--- src/rtl/clrn_pkg.sv ---
// Package for the cross-channel response normalization block.
// Holds shared widths, register indexes, state types and the root table.
// Depends on nothing; the cell, power unit, top level and testbench import it.
package clrn_pkg;

    localparam int SAMPLE_W    = 16;
    localparam int SQUARE_W    = 31;
    localparam int SUM_W       = 36;
    localparam int CFG_INDEX_W = 4;
    localparam int CFG_DATA_W  = 24;

    localparam logic [CFG_INDEX_W-1:0] REG_WINDOW_SIZE = 4'd0;
    localparam logic [CFG_INDEX_W-1:0] REG_ALPHA_SCALE = 4'd1;
    localparam logic [CFG_INDEX_W-1:0] REG_BETA_EXP    = 4'd2;
    localparam logic [CFG_INDEX_W-1:0] REG_BIAS_OFFSET = 4'd3;

    localparam logic [3:0]  WINDOW_SIZE_RST = 4'd1;
    localparam logic [23:0] ALPHA_SCALE_RST = 24'd1678;
    localparam logic [15:0] BETA_EXP_RST    = 16'd12288;
    localparam logic [23:0] BIAS_OFFSET_RST = 24'd65536;

    typedef struct packed {
        logic [3:0]  size;
        logic [23:0] alpha;
        logic [15:0] beta;
        logic [23:0] bias;
    } norm_cfg_t;

    typedef enum logic [2:0] {
        T_IDLE,
        T_LOAD,
        T_SCAN,
        T_CALC,
        T_PUSH
    } top_state_t;

    typedef enum logic [3:0] {
        P_IDLE,
        P_MUL_LO,
        P_MUL_HI,
        P_SUM,
        P_DIV,
        P_BIAS,
        P_NORM,
        P_LOG_MUL,
        P_LOG_UPD,
        P_BETA,
        P_EXP_SET,
        P_EXP_MUL,
        P_EXP_UPD,
        P_OUT_MUL,
        P_ROUND
    } pwr_state_t;

    function automatic logic [63:0] isqrt64(input logic [63:0] v);
        logic [63:0] rem;
        logic [63:0] r;
        logic [63:0] b;
        rem = v;
        r   = 64'd0;
        b   = 64'd1 << 62;
        for (int k = 0; k < 32; k++)
        begin
            if (rem >= r + b)
            begin
                rem = rem - (r + b);
                r   = (r >> 1) + b;
            end
            else
            begin
                r = r >> 1;
            end
            b = b >> 2;
        end
        return r;
    endfunction

    // Entry i is 2^(2^-i) in Q2.30, built by repeated square roots of 2.0.
    function automatic logic [31:0] root_const(input int idx);
        logic [63:0] t;
        t = 64'd2 << 30;
        for (int i = 1; i <= 16; i++)
        begin
            if (i <= idx)
            begin
                t = isqrt64(t << 30);
            end
        end
        return t[31:0];
    endfunction

    localparam logic [31:0] ROOT_TAB [0:16] = '{
        root_const(0),  root_const(1),  root_const(2),  root_const(3),
        root_const(4),  root_const(5),  root_const(6),  root_const(7),
        root_const(8),  root_const(9),  root_const(10), root_const(11),
        root_const(12), root_const(13), root_const(14), root_const(15),
        root_const(16)
    };

endpackage

--- src/rtl/clrn_cell.sv ---
// One cell of the channel delay line: a sample and its square.
// Cells hand their contents to the next cell on every accepted transfer.
// Depends on clrn_pkg.
module clrn_cell (
    input  logic                                clk,
    input  logic                                rst_n,
    input  logic                                shift,
    input  logic signed [clrn_pkg::SAMPLE_W-1:0] sample_in,
    input  logic [clrn_pkg::SQUARE_W-1:0]       square_in,
    output logic signed [clrn_pkg::SAMPLE_W-1:0] sample,
    output logic [clrn_pkg::SQUARE_W-1:0]       square
);
    import clrn_pkg::*;

    logic signed [SAMPLE_W-1:0] sample_reg;
    logic [SQUARE_W-1:0]        square_reg;

    always_ff @(posedge clk or negedge rst_n)
    begin
        if (!rst_n)
        begin
            sample_reg <= '0;
            square_reg <= '0;
        end
        else if (shift)
        begin
            sample_reg <= sample_in;
            square_reg <= square_in;
        end
    end

    assign sample = sample_reg;
    assign square = square_reg;

endmodule

--- config.mk ---
export PLATFORM = sky130hd
export DESIGN_NAME = clrn_cell
export DESIGN_NICKNAME = d
export VERILOG_FILES = /design/src/rtl/clrn_pkg.sv /design/src/rtl/clrn_cell.sv
export SDC_FILE = /design/constraint.sdc
export NUM_CORES = 1
export LEC_CHECK = 0
export BUFFER_PORTS_ARGS = -buffer_cell sky130_fd_sc_hd__buf_4
export CAP_MARGIN = 10
export CORE_UTILIZATION = 30
export DETAILED_ROUTE_END_ITERATION = 16
export GPL_ROUTABILITY_DRIVEN = 0
export PLACE_DENSITY_LB_ADDON = 0.2
export SLEW_MARGIN = 30
export SYNTH_ARGS = -nofsm -noshare
export SYNTH_HDL_FRONTEND = slang
export SYNTH_SLANG_ARGS = --single-unit
--- constraint.sdc ---
create_clock -name clk -period 1.12 [get_ports clk]
set_input_delay 0.168 -clock clk [delete_from_list [all_inputs] [get_ports clk]]
set_output_delay 0.168 -clock clk [all_outputs]
set_load 0.01 [all_outputs]
==> metrics.md <==
| Metric | Value |
|---|---|
| Crit path launch type | flip-flop |
| Path type of the worst min-delay path | in -> reg |
| Clock transition at the registers of the reported paths | 80 ps |
| Final ANT Viol Nets | 0 |
| Worst EP arrival | 840 ps |
| Die width | 80.9 um |
| RSZ-0062 raised after global routing | no |
| CTS H-Tree Depth | 2 |
| VDD IR-drop max | 0.000532 V |
| Hold Crit Depth | 2 |
| Mapped Avg Cell Area | 18.9 sq um |
| CP top delay family | flip-flops |
| Max Clk Rate | 995 MHz |
| P&R area growth vs syn | 49.2% |
| Port Buffers | 96 |
| Clock sink total | 47 |
| Worst Reg-to-Reg Cells | 1 |
| Number of flip-flops in the largest register | 31 |
| Worst r2r src | sample[4] |
| LEAKAGE | 1.40 nW |
| Top Ports | 97 |
| Fin nets | 251 |
| Most frequent cells in the layout | buf_4, dfrtp_1, mux2_4 |
| Vias in the first global route | 1204 |
| Post-route DRC | 0 |
| Dpl hpwl | 2840 um |
| CP bufs+invs | 1 |
| Post-CTS resize count | 0 |
| Hold Path Sink | square[1] |
| Yosys cell types | 5 |
| Grt total ovfl | 0 |
| WS Path Type | reg -> out |
| Final setup violation count | 0 |
| Fillers | 552 |
| Final setup margin | 115 ps |
| Mapped Area | 1870 sq um |
| WL final | 3850 um |
| WHS | 107 ps |
| Largest net degree at the start of global routing | 48 |
| Critical Path RT | 950 ps |
| DIE HEIGHT | 80.9 um |
| Placed instance count | 268 |
| Proportion of layout cells with a drive suffix above 1 | 76.2% |
| Initial core utilization | 31.4% |
| Routed vias/inst | 4.27 |
| Slew margin rel. | 61.7% |
| Crit path time final | 1000 ps |
| Critical Path End Type | primary output |
| Routed vias | 1182 |
| Hold Fails Final Rpt | 0 |
| Total power | 3.75 mW |
| Max stage delay on crit path | 400 ps |
| Reported max-cap violation count | 0 |
| Pre-CTS WS | 131 ps |
| Sequential element share of the synthesized area | 63.0% |
| Min-delay src | square_in[1] |
| Setup TNS | 0 ps |
| CTS tree | done |
| Critical Path, Cell by Cell | buf_4 |
| Total GRT Usage | 12.0% |
| Flops & latches, synth | 47 |
| Die area | 6550 sq um |
| Slew Limit Fails | 0 |
| 1st-pass router iterations | 2 |
| Post-Synthesis Cells | 99 |
| Final core utilization | 46.8% |
| Clock buffer count from CTS | 5 |
| Pwr dens | 1340 nW/um^2 |
| Actual slew at the worst max-slew pin | 574 ps |
| Clock Tree Buf Depth | 2 |
| Placed Area | 2690 sq um |
| Clock root cell | clkbuf_8 |
| Synth warn | 0 |
| Critical Path Slowest Stage Cell | dfrtp_1 |
| Core region area | 5960 sq um |
| Most common cell after layout, fill and taps aside | buf_4 |
| Outcome | completed |
| Wire length of the first global-routing pass | 5860 um |
| Final period utilization | 89.7% |
| Max Fanout on Critical Path | 2 |
| Fin area | 2790 sq um |
| Initial DRC count | 36 |
| Reg2reg end | sample[4] |
| Non-Filler Instances | 277 |
| Post-synthesis net count | 149 |
| Initial antenna violation count | 0 |
| Flop2flop setup slack | 330 ps |
| Routed wire per std cell | 13.9 um |
| N_diodes | 0 |
| # rows | 28 |
| Clock Latency Late Sink | 280 ps |
| Worst clock skew | 0 ps |
==> Yosys cell counts <==
| cell type | count | area (sq um) |
|---|---|---|
| buf_6 | 4 | 45.0 |
| buf_2 | 1 | 5.00 |
| mux2_2 | 17 | 191 |
| dfrtp_1 | 47 | 1180 |
| mux2_4 | 30 | 450 |
==> what timing repair did <==
| item | 4_1_cts | 5_1_grt |
|---|---|---|
| hold buffers | 1 | 0 |
| buffers inserted | 0 | 0 |
| endpoints found under the hold margin | 47 | 0 |
==> worst max path at each step <==
stage / endpoint / from / slack (ps) / cells after the start
3_3_place_gp: square[7] / shift / 160 / 3
4_1_cts: sample[14] / sample[14] / 100 / 1
5_1_grt: sample[14] / sample[14] / 70 / 1
6_report: sample[4] / sample[4] / 120 / 1
3_5_place_dp: square[7] / shift / 130 / 3
2_1_floorplan: sample[0] / shift / 250 / 3
==> cell type report <==
type	instances	area (sq um)	share of cell area (%)
Tap cell	75	93.8	3.37
Timing Repair Buffer	100	791	28.4
Clock buffer	5	68.8	2.47
Multi-Input combinational cell	47	642	23.0
Clock inverter	3	15.0	0.539
Sequential cell	47	1180	42.2
==> logic make-up after synthesis <==
logic type,synth area share (%)
buf+inv,2.68
flops,63.0
mux,34.4
==> layer usage <==
| metal | GRT usage [%] | vias up | wire length (um) |
|---|---|---|---|
| li1 | - | 545 | - |
| met1 | 15.3 | 576 | 1630 |
| met2 | 19.1 | 57 | 1870 |
| met3 | 4.38 | 4 | 339 |
| met4 | 3.21 | 0 | 18 |
| met5 | 0 | - | 0 |
==> report_power, final <==
| part | switching, mW | internal, mW | leakage (nW) |
|---|---|---|---|
| Combinational | 0.295 | 0.545 | 0.807 |
| Sequential | 0.0977 | 1.87 | 0.550 |
| Clock | 0.516 | 0.427 | 0.0477 |
Power figures use the tool's default switching activity.
