`src/rtl/clrn_pkg.sv`:
```
// Package for the cross-channel response normalization block.
// Holds shared widths, register indexes, state types and the root table.
// Depends on nothing; the cell, power unit, top level and testbench import it.
package clrn_pkg;

    localparam int SAMPLE_W    = 16;
    localparam int SQUARE_W    = 31;
    localparam int SUM_W       = 36;
    localparam int CFG_INDEX_W = 4;
    localparam int CFG_DATA_W  = 24;

    localparam logic [CFG_INDEX_W-1:0] REG_WINDOW_SIZE = 4'd0;
    localparam logic [CFG_INDEX_W-1:0] REG_ALPHA_SCALE = 4'd1;
    localparam logic [CFG_INDEX_W-1:0] REG_BETA_EXP    = 4'd2;
    localparam logic [CFG_INDEX_W-1:0] REG_BIAS_OFFSET = 4'd3;

    localparam logic [3:0]  WINDOW_SIZE_RST = 4'd1;
    localparam logic [23:0] ALPHA_SCALE_RST = 24'd1678;
    localparam logic [15:0] BETA_EXP_RST    = 16'd12288;
    localparam logic [23:0] BIAS_OFFSET_RST = 24'd65536;

    typedef struct packed {
        logic [3:0]  size;
        logic [23:0] alpha;
        logic [15:0] beta;
        logic [23:0] bias;
    } norm_cfg_t;

    typedef enum logic [2:0] {
        T_IDLE,
        T_LOAD,
        T_SCAN,
        T_CALC,
        T_PUSH
    } top_state_t;

    typedef enum logic [3:0] {
        P_IDLE,
        P_MUL_LO,
        P_MUL_HI,
        P_SUM,
        P_DIV,
        P_BIAS,
        P_NORM,
        P_LOG_MUL,
        P_LOG_UPD,
        P_BETA,
        P_EXP_SET,
        P_EXP_MUL,
        P_EXP_UPD,
        P_OUT_MUL,
        P_ROUND
    } pwr_state_t;

    function automatic logic [63:0] isqrt64(input logic [63:0] v);
        logic [63:0] rem;
        logic [63:0] r;
        logic [63:0] b;
        rem = v;
        r   = 64'd0;
        b   = 64'd1 << 62;
        for (int k = 0; k < 32; k++)
        begin
            if (rem >= r + b)
            begin
                rem = rem - (r + b);
                r   = (r >> 1) + b;
            end
            else
            begin
                r = r >> 1;
            end
            b = b >> 2;
        end
        return r;
    endfunction

    // Entry i is 2^(2^-i) in Q2.30, built by repeated square roots of 2.0.
    function automatic logic [31:0] root_const(input int idx);
        logic [63:0] t;
        t = 64'd2 << 30;
        for (int i = 1; i <= 16; i++)
        begin
            if (i <= idx)
            begin
                t = isqrt64(t << 30);
            end
        end
        return t[31:0];
    endfunction

    localparam logic [31:0] ROOT_TAB [0:16] = '{
        root_const(0),  root_const(1),  root_const(2),  root_const(3),
        root_const(4),  root_const(5),  root_const(6),  root_const(7),
        root_const(8),  root_const(9),  root_const(10), root_const(11),
        root_const(12), root_const(13), root_const(14), root_const(15),
        root_const(16)
    };

endpackage

```
`src/rtl/clrn_power.sv`:
```
// Power unit: result = x / (bias + alpha/size * sum)^beta in Q8.8.
// Bit-serial divider, normalizer, log2 by squaring and exp2 by root products;
// the multiplying steps share one registered multiplier. Depends on clrn_pkg.
module clrn_power (
    input  logic                                clk,
    input  logic                                rst_n,
    input  logic                                start,
    input  clrn_pkg::norm_cfg_t                 cfg,
    input  logic [clrn_pkg::SUM_W-1:0]          sum,
    input  logic signed [clrn_pkg::SAMPLE_W-1:0] x,
    output logic                                done,
    output logic signed [clrn_pkg::SAMPLE_W-1:0] result
);
    import clrn_pkg::*;

    pwr_state_t state_reg, state_next;

    logic [5:0]          cnt_reg;
    logic [63:0]         mul_reg;
    logic [41:0]         plo_reg;
    logic [35:0]         num_reg;
    logic [3:0]          rem_reg;
    logic [35:0]         norm_reg;
    logic [5:0]          m_reg;
    logic [30:0]         y_reg;
    logic [15:0]         frac_reg;
    logic                neg_reg;
    logic signed [10:0]  ip_reg;
    logic [15:0]         fr_reg;
    logic [30:0]         r_reg;
    logic [SUM_W-1:0]    sum_reg;
    logic signed [15:0]  x_reg;
    logic signed [15:0]  res_reg;
    logic                done_reg;

    logic [31:0]         mul_a;
    logic [31:0]         mul_b;
    logic [63:0]         mul_full;
    logic signed [6:0]   m_s;
    logic signed [22:0]  lg;
    logic [22:0]         lg_mag;
    logic [16:0]         mag;
    logic [16:0]         cap;
    logic [4:0]          div_try;
    logic                div_bit;
    logic [35:0]         d_sum;
    logic signed [39:0]  bl_s;
    logic signed [25:0]  fl_s;
    logic signed [26:0]  e_s;
    logic [3:0]          fr_idx;
    logic signed [11:0]  sh;
    logic [49:0]         rnd;
    logic [49:0]         full;
    logic [16:0]         res_mag;
    logic signed [15:0]  res_val;

    always_comb
    begin
        m_s     = $signed({1'b0, m_reg}) - 7'sd16;
        lg      = {m_s, frac_reg};
        lg_mag  = lg[22] ? 23'(23'sd0 - lg) : lg;
        mag     = x_reg[15] ? (17'd0 - {x_reg[15], x_reg}) : {1'b0, x_reg};
        cap     = x_reg[15] ? 17'd32768 : 17'd32767;
        div_try = {rem_reg, num_reg[35]};
        div_bit = (div_try >= {1'b0, cfg.size});
        d_sum   = {12'd0, cfg.bias} + num_reg;
        bl_s    = neg_reg ? (40'sd0 - $signed({1'b0, mul_reg[38:0]}))
                          : $signed({1'b0, mul_reg[38:0]});
        fl_s    = 26'(bl_s >>> 14);
        e_s     = 27'sd0 - 27'(fl_s);
        fr_idx  = 4'(5'd16 - cnt_reg[4:0]);
        sh      = 12'sd30 - 12'(ip_reg);
        rnd     = {2'b0, mul_reg[47:0]} + (50'd1 << (sh[5:0] - 6'd1));
        full    = rnd >> sh[5:0];
        if (x_reg == 16'sd0)
        begin
            res_mag = 17'd0;
        end
        else if (sh <= 12'sd0)
        begin
            res_mag = cap;
        end
        else if (sh >= 12'sd50)
        begin
            res_mag = 17'd0;
        end
        else if (full > {33'd0, cap})
        begin
            res_mag = cap;
        end
        else
        begin
            res_mag = full[16:0];
        end
        res_val = x_reg[15] ? 16'(17'd0 - res_mag) : res_mag[15:0];
    end

    // One multiplier serves every multiplying step; its product is registered.
    always_comb
    begin
        mul_a = '0;
        mul_b = '0;
        case (state_reg)
            P_MUL_LO:
            begin
                mul_a = {8'd0, cfg.alpha};
                mul_b = {14'd0, sum_reg[17:0]};
            end
            P_MUL_HI:
            begin
                mul_a = {8'd0, cfg.alpha};
                mul_b = {14'd0, sum_reg[35:18]};
            end
            P_LOG_MUL:
            begin
                mul_a = {1'b0, y_reg};
                mul_b = {1'b0, y_reg};
            end
            P_BETA:
            begin
                mul_a = {16'd0, cfg.beta};
                mul_b = {9'd0, lg_mag};
            end
            P_EXP_MUL:
            begin
                mul_a = {1'b0, r_reg};
                mul_b = ROOT_TAB[cnt_reg[4:0]];
            end
            P_OUT_MUL:
            begin
                mul_a = {15'd0, mag};
                mul_b = {1'b0, r_reg};
            end
            default:
            begin
                mul_a = '0;
                mul_b = '0;
            end
        endcase
        mul_full = mul_a * mul_b;
    end

    always_comb
    begin
        state_next = state_reg;
        case (state_reg)
            P_IDLE:    if (start) state_next = P_MUL_LO;
            P_MUL_LO:  state_next = P_MUL_HI;
            P_MUL_HI:  state_next = P_SUM;
            P_SUM:     state_next = P_DIV;
            P_DIV:     if (cnt_reg == 6'd35) state_next = P_BIAS;
            P_BIAS:    state_next = P_NORM;
            P_NORM:    if (norm_reg[35]) state_next = P_LOG_MUL;
            P_LOG_MUL: state_next = P_LOG_UPD;
            P_LOG_UPD: state_next = (cnt_reg == 6'd15) ? P_BETA : P_LOG_MUL;
            P_BETA:    state_next = P_EXP_SET;
            P_EXP_SET: state_next = P_EXP_MUL;
            P_EXP_MUL: state_next = P_EXP_UPD;
            P_EXP_UPD: state_next = (cnt_reg == 6'd16) ? P_OUT_MUL : P_EXP_MUL;
            P_OUT_MUL: state_next = P_ROUND;
            P_ROUND:   state_next = P_IDLE;
            default:   state_next = P_IDLE;
        endcase
    end

    always_ff @(posedge clk or negedge rst_n)
    begin
        if (!rst_n)
        begin
            state_reg <= P_IDLE;
            done_reg  <= 1'b0;
        end
        else
        begin
            state_reg <= state_next;
            done_reg  <= (state_reg == P_ROUND);
        end
    end

    always_ff @(posedge clk)
    begin
        mul_reg <= mul_full;
        case (state_reg)
            P_IDLE:
            begin
                if (start)
                begin
                    sum_reg <= sum;
                    x_reg   <= x;
                end
            end
            P_MUL_HI:
            begin
                plo_reg <= mul_reg[41:0];
            end
            P_SUM:
            begin
                // Dropping the low 24 bits before dividing by size gives the same floor.
                num_reg <= 36'(({18'd0, plo_reg} + {mul_reg[41:0], 18'd0}) >> 24);
                rem_reg <= '0;
                cnt_reg <= '0;
            end
            P_DIV:
            begin
                rem_reg <= div_bit ? 4'(div_try - {1'b0, cfg.size}) : div_try[3:0];
                num_reg <= {num_reg[34:0], div_bit};
                cnt_reg <= cnt_reg + 6'd1;
            end
            P_BIAS:
            begin
                norm_reg <= (d_sum == 36'd0) ? 36'd1 : d_sum;
                m_reg    <= 6'd35;
            end
            P_NORM:
            begin
                if (norm_reg[35])
                begin
                    y_reg    <= norm_reg[35:5];
                    cnt_reg  <= '0;
                    frac_reg <= '0;
                end
                else
                begin
                    norm_reg <= {norm_reg[34:0], 1'b0};
                    m_reg    <= m_reg - 6'd1;
                end
            end
            P_LOG_UPD:
            begin
                if (mul_reg[61])
                begin
                    y_reg    <= mul_reg[61:31];
                    frac_reg <= {frac_reg[14:0], 1'b1};
                end
                else
                begin
                    y_reg    <= mul_reg[60:30];
                    frac_reg <= {frac_reg[14:0], 1'b0};
                end
                cnt_reg <= cnt_reg + 6'd1;
            end
            P_BETA:
            begin
                neg_reg <= lg[22];
            end
            P_EXP_SET:
            begin
                ip_reg  <= e_s[26:16];
                fr_reg  <= e_s[15:0];
                r_reg   <= 31'd1 << 30;
                cnt_reg <= 6'd1;
            end
            P_EXP_UPD:
            begin
                if (fr_reg[fr_idx])
                begin
                    r_reg <= mul_reg[60:30];
                end
                cnt_reg <= cnt_reg + 6'd1;
            end
            P_ROUND:
            begin
                res_reg <= res_val;
            end
            default:
            begin
            end
        endcase
    end

    assign done   = done_reg;
    assign result = res_reg;

endmodule

```
`config.mk`:
```
export PLATFORM = sky130hd
export DESIGN_NAME = clrn_power
export DESIGN_NICKNAME = d
export VERILOG_FILES = /design/src/rtl/clrn_pkg.sv /design/src/rtl/clrn_power.sv
export SDC_FILE = /design/constraint.sdc
export NUM_CORES = 2
export LEC_CHECK = 0
export ABC_AREA = 1
export ABC_CLOCK_PERIOD_IN_PS = 10600
export BUFFER_PORTS_ARGS = -buffer_cell sky130_fd_sc_hd__buf_4
export CORE_ASPECT_RATIO = 0.8
export CORE_MARGIN = 4
export CORE_UTILIZATION = 35
export DETAILED_ROUTE_END_ITERATION = 16
export GPL_ROUTABILITY_DRIVEN = 0
export MAX_ROUTING_LAYER = met4
export PLACE_DENSITY = 0.55
export SLEW_MARGIN = 20
export SYNTH_ARGS = -nofsm -noshare
export SYNTH_HDL_FRONTEND = slang
export SYNTH_SLANG_ARGS = --single-unit
```
`constraint.sdc`:
```
create_clock -name clk -period 10.6 [get_ports clk]
set_input_delay 0 -clock clk [delete_from_list [all_inputs] [get_ports clk]]
set_output_delay 0 -clock clk [all_outputs]
set_load 0.1 [all_outputs]
```
==> summary.txt <==
Layout
  • Nets@finish: 9283
  • Most frequent cells in the layout: nand2_1 (2103), inv_1 (1561), fa_1 (868), nor2_1 (582), nand3_1 (404)
  • Largest register FFs: 62
  • P&R area growth vs syn: 11.2%
  • Most common cell after layout, fill and taps aside: nand2_1
  • Share of cells above drive strength 1: 0.0639

Setup path
  • Crit-path most repeated cell: nand2_1
  • Reg-to-Reg End: mul_reg[54]$_DFF_P_
  • Reg-to-reg slack, setup: 0.46 ns
  • Slowest CP cell: a221oi_1
  • RR Startpoint: state_reg[0]$_DFFE_PN0P_
  • Reg2reg path depth: 46
  • Critical Path End: mul_reg[54]$_DFF_P_
  • Crit path kind: flop to flop
  • Worst-path fanout max: 10
  • WP data required: between 10 and 15 ns
  • WP data arrival: 10.66 ns
  • Critical Path Sink Type: flop
  • CP Launch Point: state_reg[0]$_DFFE_PN0P_
  • Startpoint Class: flop
  • Max incr delay on CP: 0.56 ns

Logic synthesis
  • Synth Net Count: 9113
  • Number of flops mapped to enable cells by yosys: 286
  • Async SR Flop Fraction: 0.0142
  • Syn. warnings: 0
  • Syn Std Cell Area: 58900 um^2
  • Count of cell types in the netlist: 67
  • Most used DFF post-synth: edfxtp_1
  • Post-synthesis average cell area: 7.62 um^2
  • Main area contributors after synthesis: fa_1 (30%), edfxtp_1 (15%), nand2_1 (13%)
  • Sequential share of the synthesized area: 0.169
  • Synth area leader: fa_1
  • Synth top area share: 0.295
  • Synthesis-stage register bit count: 353
  • Mapped Cells: 7727

STA
  • Final max-slew violation count: 0
  • RSZ-0062 raised after global routing: no
  • Setup tns final: 0 ns
  • Setup Skew: roughly 0.051 ns
  • Rel. slew slack: 0.285
  • Fin crit period: slightly above 10 ns
  • F_max: 98.7 MHz
  • Fin crit share: 0.956
  • # setup viols final: 0
  • Final Hold Violating Endpoints: 0
  • Worst slew pin tran: between 1 and 1.5 ns

CTS
  • CTS root buffer: clkbuf_16
  • CTS buffer count: 43
  • Clk sink count: 353
  • Clock latency on the worst-skew pair: 0.66 ns
  • CTS tree: yes
  • Reg clk slew, reported paths: 0.06 ns
  • H-Tree Depth: 2
  • CTS Buffer Depth: 3

Run
  • # Max-Cap Violations: 0

Power and ir drop
  • Pwr Total: 18.4 mW
  • Pleak: 32.0 nW
  • Pwr/cell area: 282 nW/um^2
  • Worst vdd ir: between 0.3 and 0.4 mV

Route
  • Final wirelength: 224 mm
  • Detailed Routing Iterations Pass 1: 6
  • Via/cell ratio: 5.25
  • Post-route ant nets: 0
  • Vias post-DR: 53500
  • Average routed wire per standard cell: 22.0 um
  • DRC Markers: 0
  • Initial DRC Count: 5890

Floorplan
  • Die Width: 467 um
  • CORE AREA: ~170000 um^2
  • Die Ht: 375 um
  • # IOs: 140
  • Starting density of the core: 0.353
  • Site Rows: 134
  • Die ar.: 175000 um^2

Placement
  • Final HPWL DP: roughly 190 mm
  • IO buf count: 139

GRT
  • Vias in the first global route: 52900
  • Largest net degree at the start of global routing: 65
  • Initial antenna violation count: 11
  • Overflow after GRT: 0
  • First-pass GRT wire length: 337 mm
  • Gr usage total: 0.263

Min path
  • Hold depth: 4
  • Class of the most critical hold timing path: primary input to flop

Status
  • Outcome: finished clean
==> cells in the mapped netlist (all sizes together), types with 11 or more instances <==
library cell and instances:
inv 1573, ha 395, edfxtp 286, nand2 2136
buf 42, clkbuf 244, nor4 20, nand4 66
dfxtp 62, o21a 13, o211ai 14, nor2 609
o31ai 11, o21bai 11, o21ai 241, nor3 75
a31oi 42, o221ai 41, clkinv 18, a21boi 11
nand3 414, a21oi 232, a221oi 16, fa 868
xor2 131, xnor2 65
==> critical path, delay by kind of cell, from the launching register on <==
kind	cells	cell delay (ns)
fa+ha+maj	9	3.75
simple gates	15	1.97
flops	1	0.44
buf+inv	12	1.36
compound gates	9	2.30
xor+xnor	1	0.17
==> stage by stage <==
step / hold WS [ns] / utilization / cell area [um^2] / setup WS, ns / cells
detailed placement: -0.178 / 0.378 / 63200 / 0.589 / 10000
floorplan: -0.296 / - / 58900 / 1.26 / 7727
global placement: -0.179 / 0.378 / 63200 / 0.722 / 10000
finish: 0.0218 / 0.392 / 65500 / 0.465 / 10200
CTS: 0.00196 / 0.392 / 65400 / 0.566 / 10200
global route: 0.0453 / 0.392 / 65500 / 0.00876 / 10200
==> layout make-up <==
cell class                 instances  area (um^2)
multi-input combinational       5497        42000
antenna                            9         22.5
fill                           17600       102000
inverter                        1591         5980
tap                             2244         2810
sequential                       353         9950
timing repair buffer             411         3310
clock inverter                    25          320
clock buffer                      53         1120
==> layer usage <==
metal	wire (um)	track usage	share of wire	vias up
li1	-	-	-	24100
met1	96500	0.363	0.43	26400
met2	95600	0.380	0.43	2571
met3	20900	0.0455	0.093	364
met4	11400	0.110	0.051	0
met5	0	-	0	-
==> cells by family (layout without fill, tap and decap cells) <==
kind of cell               count (synthesis)  count (layout)  share of synthesized area
muxes                                      6               6                    0.00102
xor gates and xnor gates                 196             196                     0.0292
and+or+nand+nor                         3350            3350                      0.233
AOI/OAI and AO/OA                        682             682                     0.0680
adders and majority gates               1263            1263                      0.379
DFF                                      353             353                      0.169
other                                      0               9                          0
buffers and inverters                   1877            2080                      0.120
==> what timing repair did <==
action	4_1_cts	5_1_grt
hold buffers	75	0
setup buffers	0	2
gates resized for setup	0	8
endpoints found under the setup margin	0	7
endpoints found under the hold margin	106	0
==> where the power goes <==
group / internal [mW] / switching, mW
sequential: 2.15 / 0.474
clock: 0.890 / 0.699
combinational: 4.77 / 9.45
==> worst min path at each step <==
stage	start	to
final	cfg[11]	norm_reg[11]$_DFFE_PP_
after global routing	cfg[11]	norm_reg[11]$_DFFE_PP_
after CTS	cfg[21]	norm_reg[21]$_DFFE_PP_
after detailed placement	rst_n	done$_DFF_PN0_
after global placement	rst_n	done$_DFF_PN0_
after floorplan	rst_n	done$_DFF_PN0_
(Power assumes the default switching activity.)
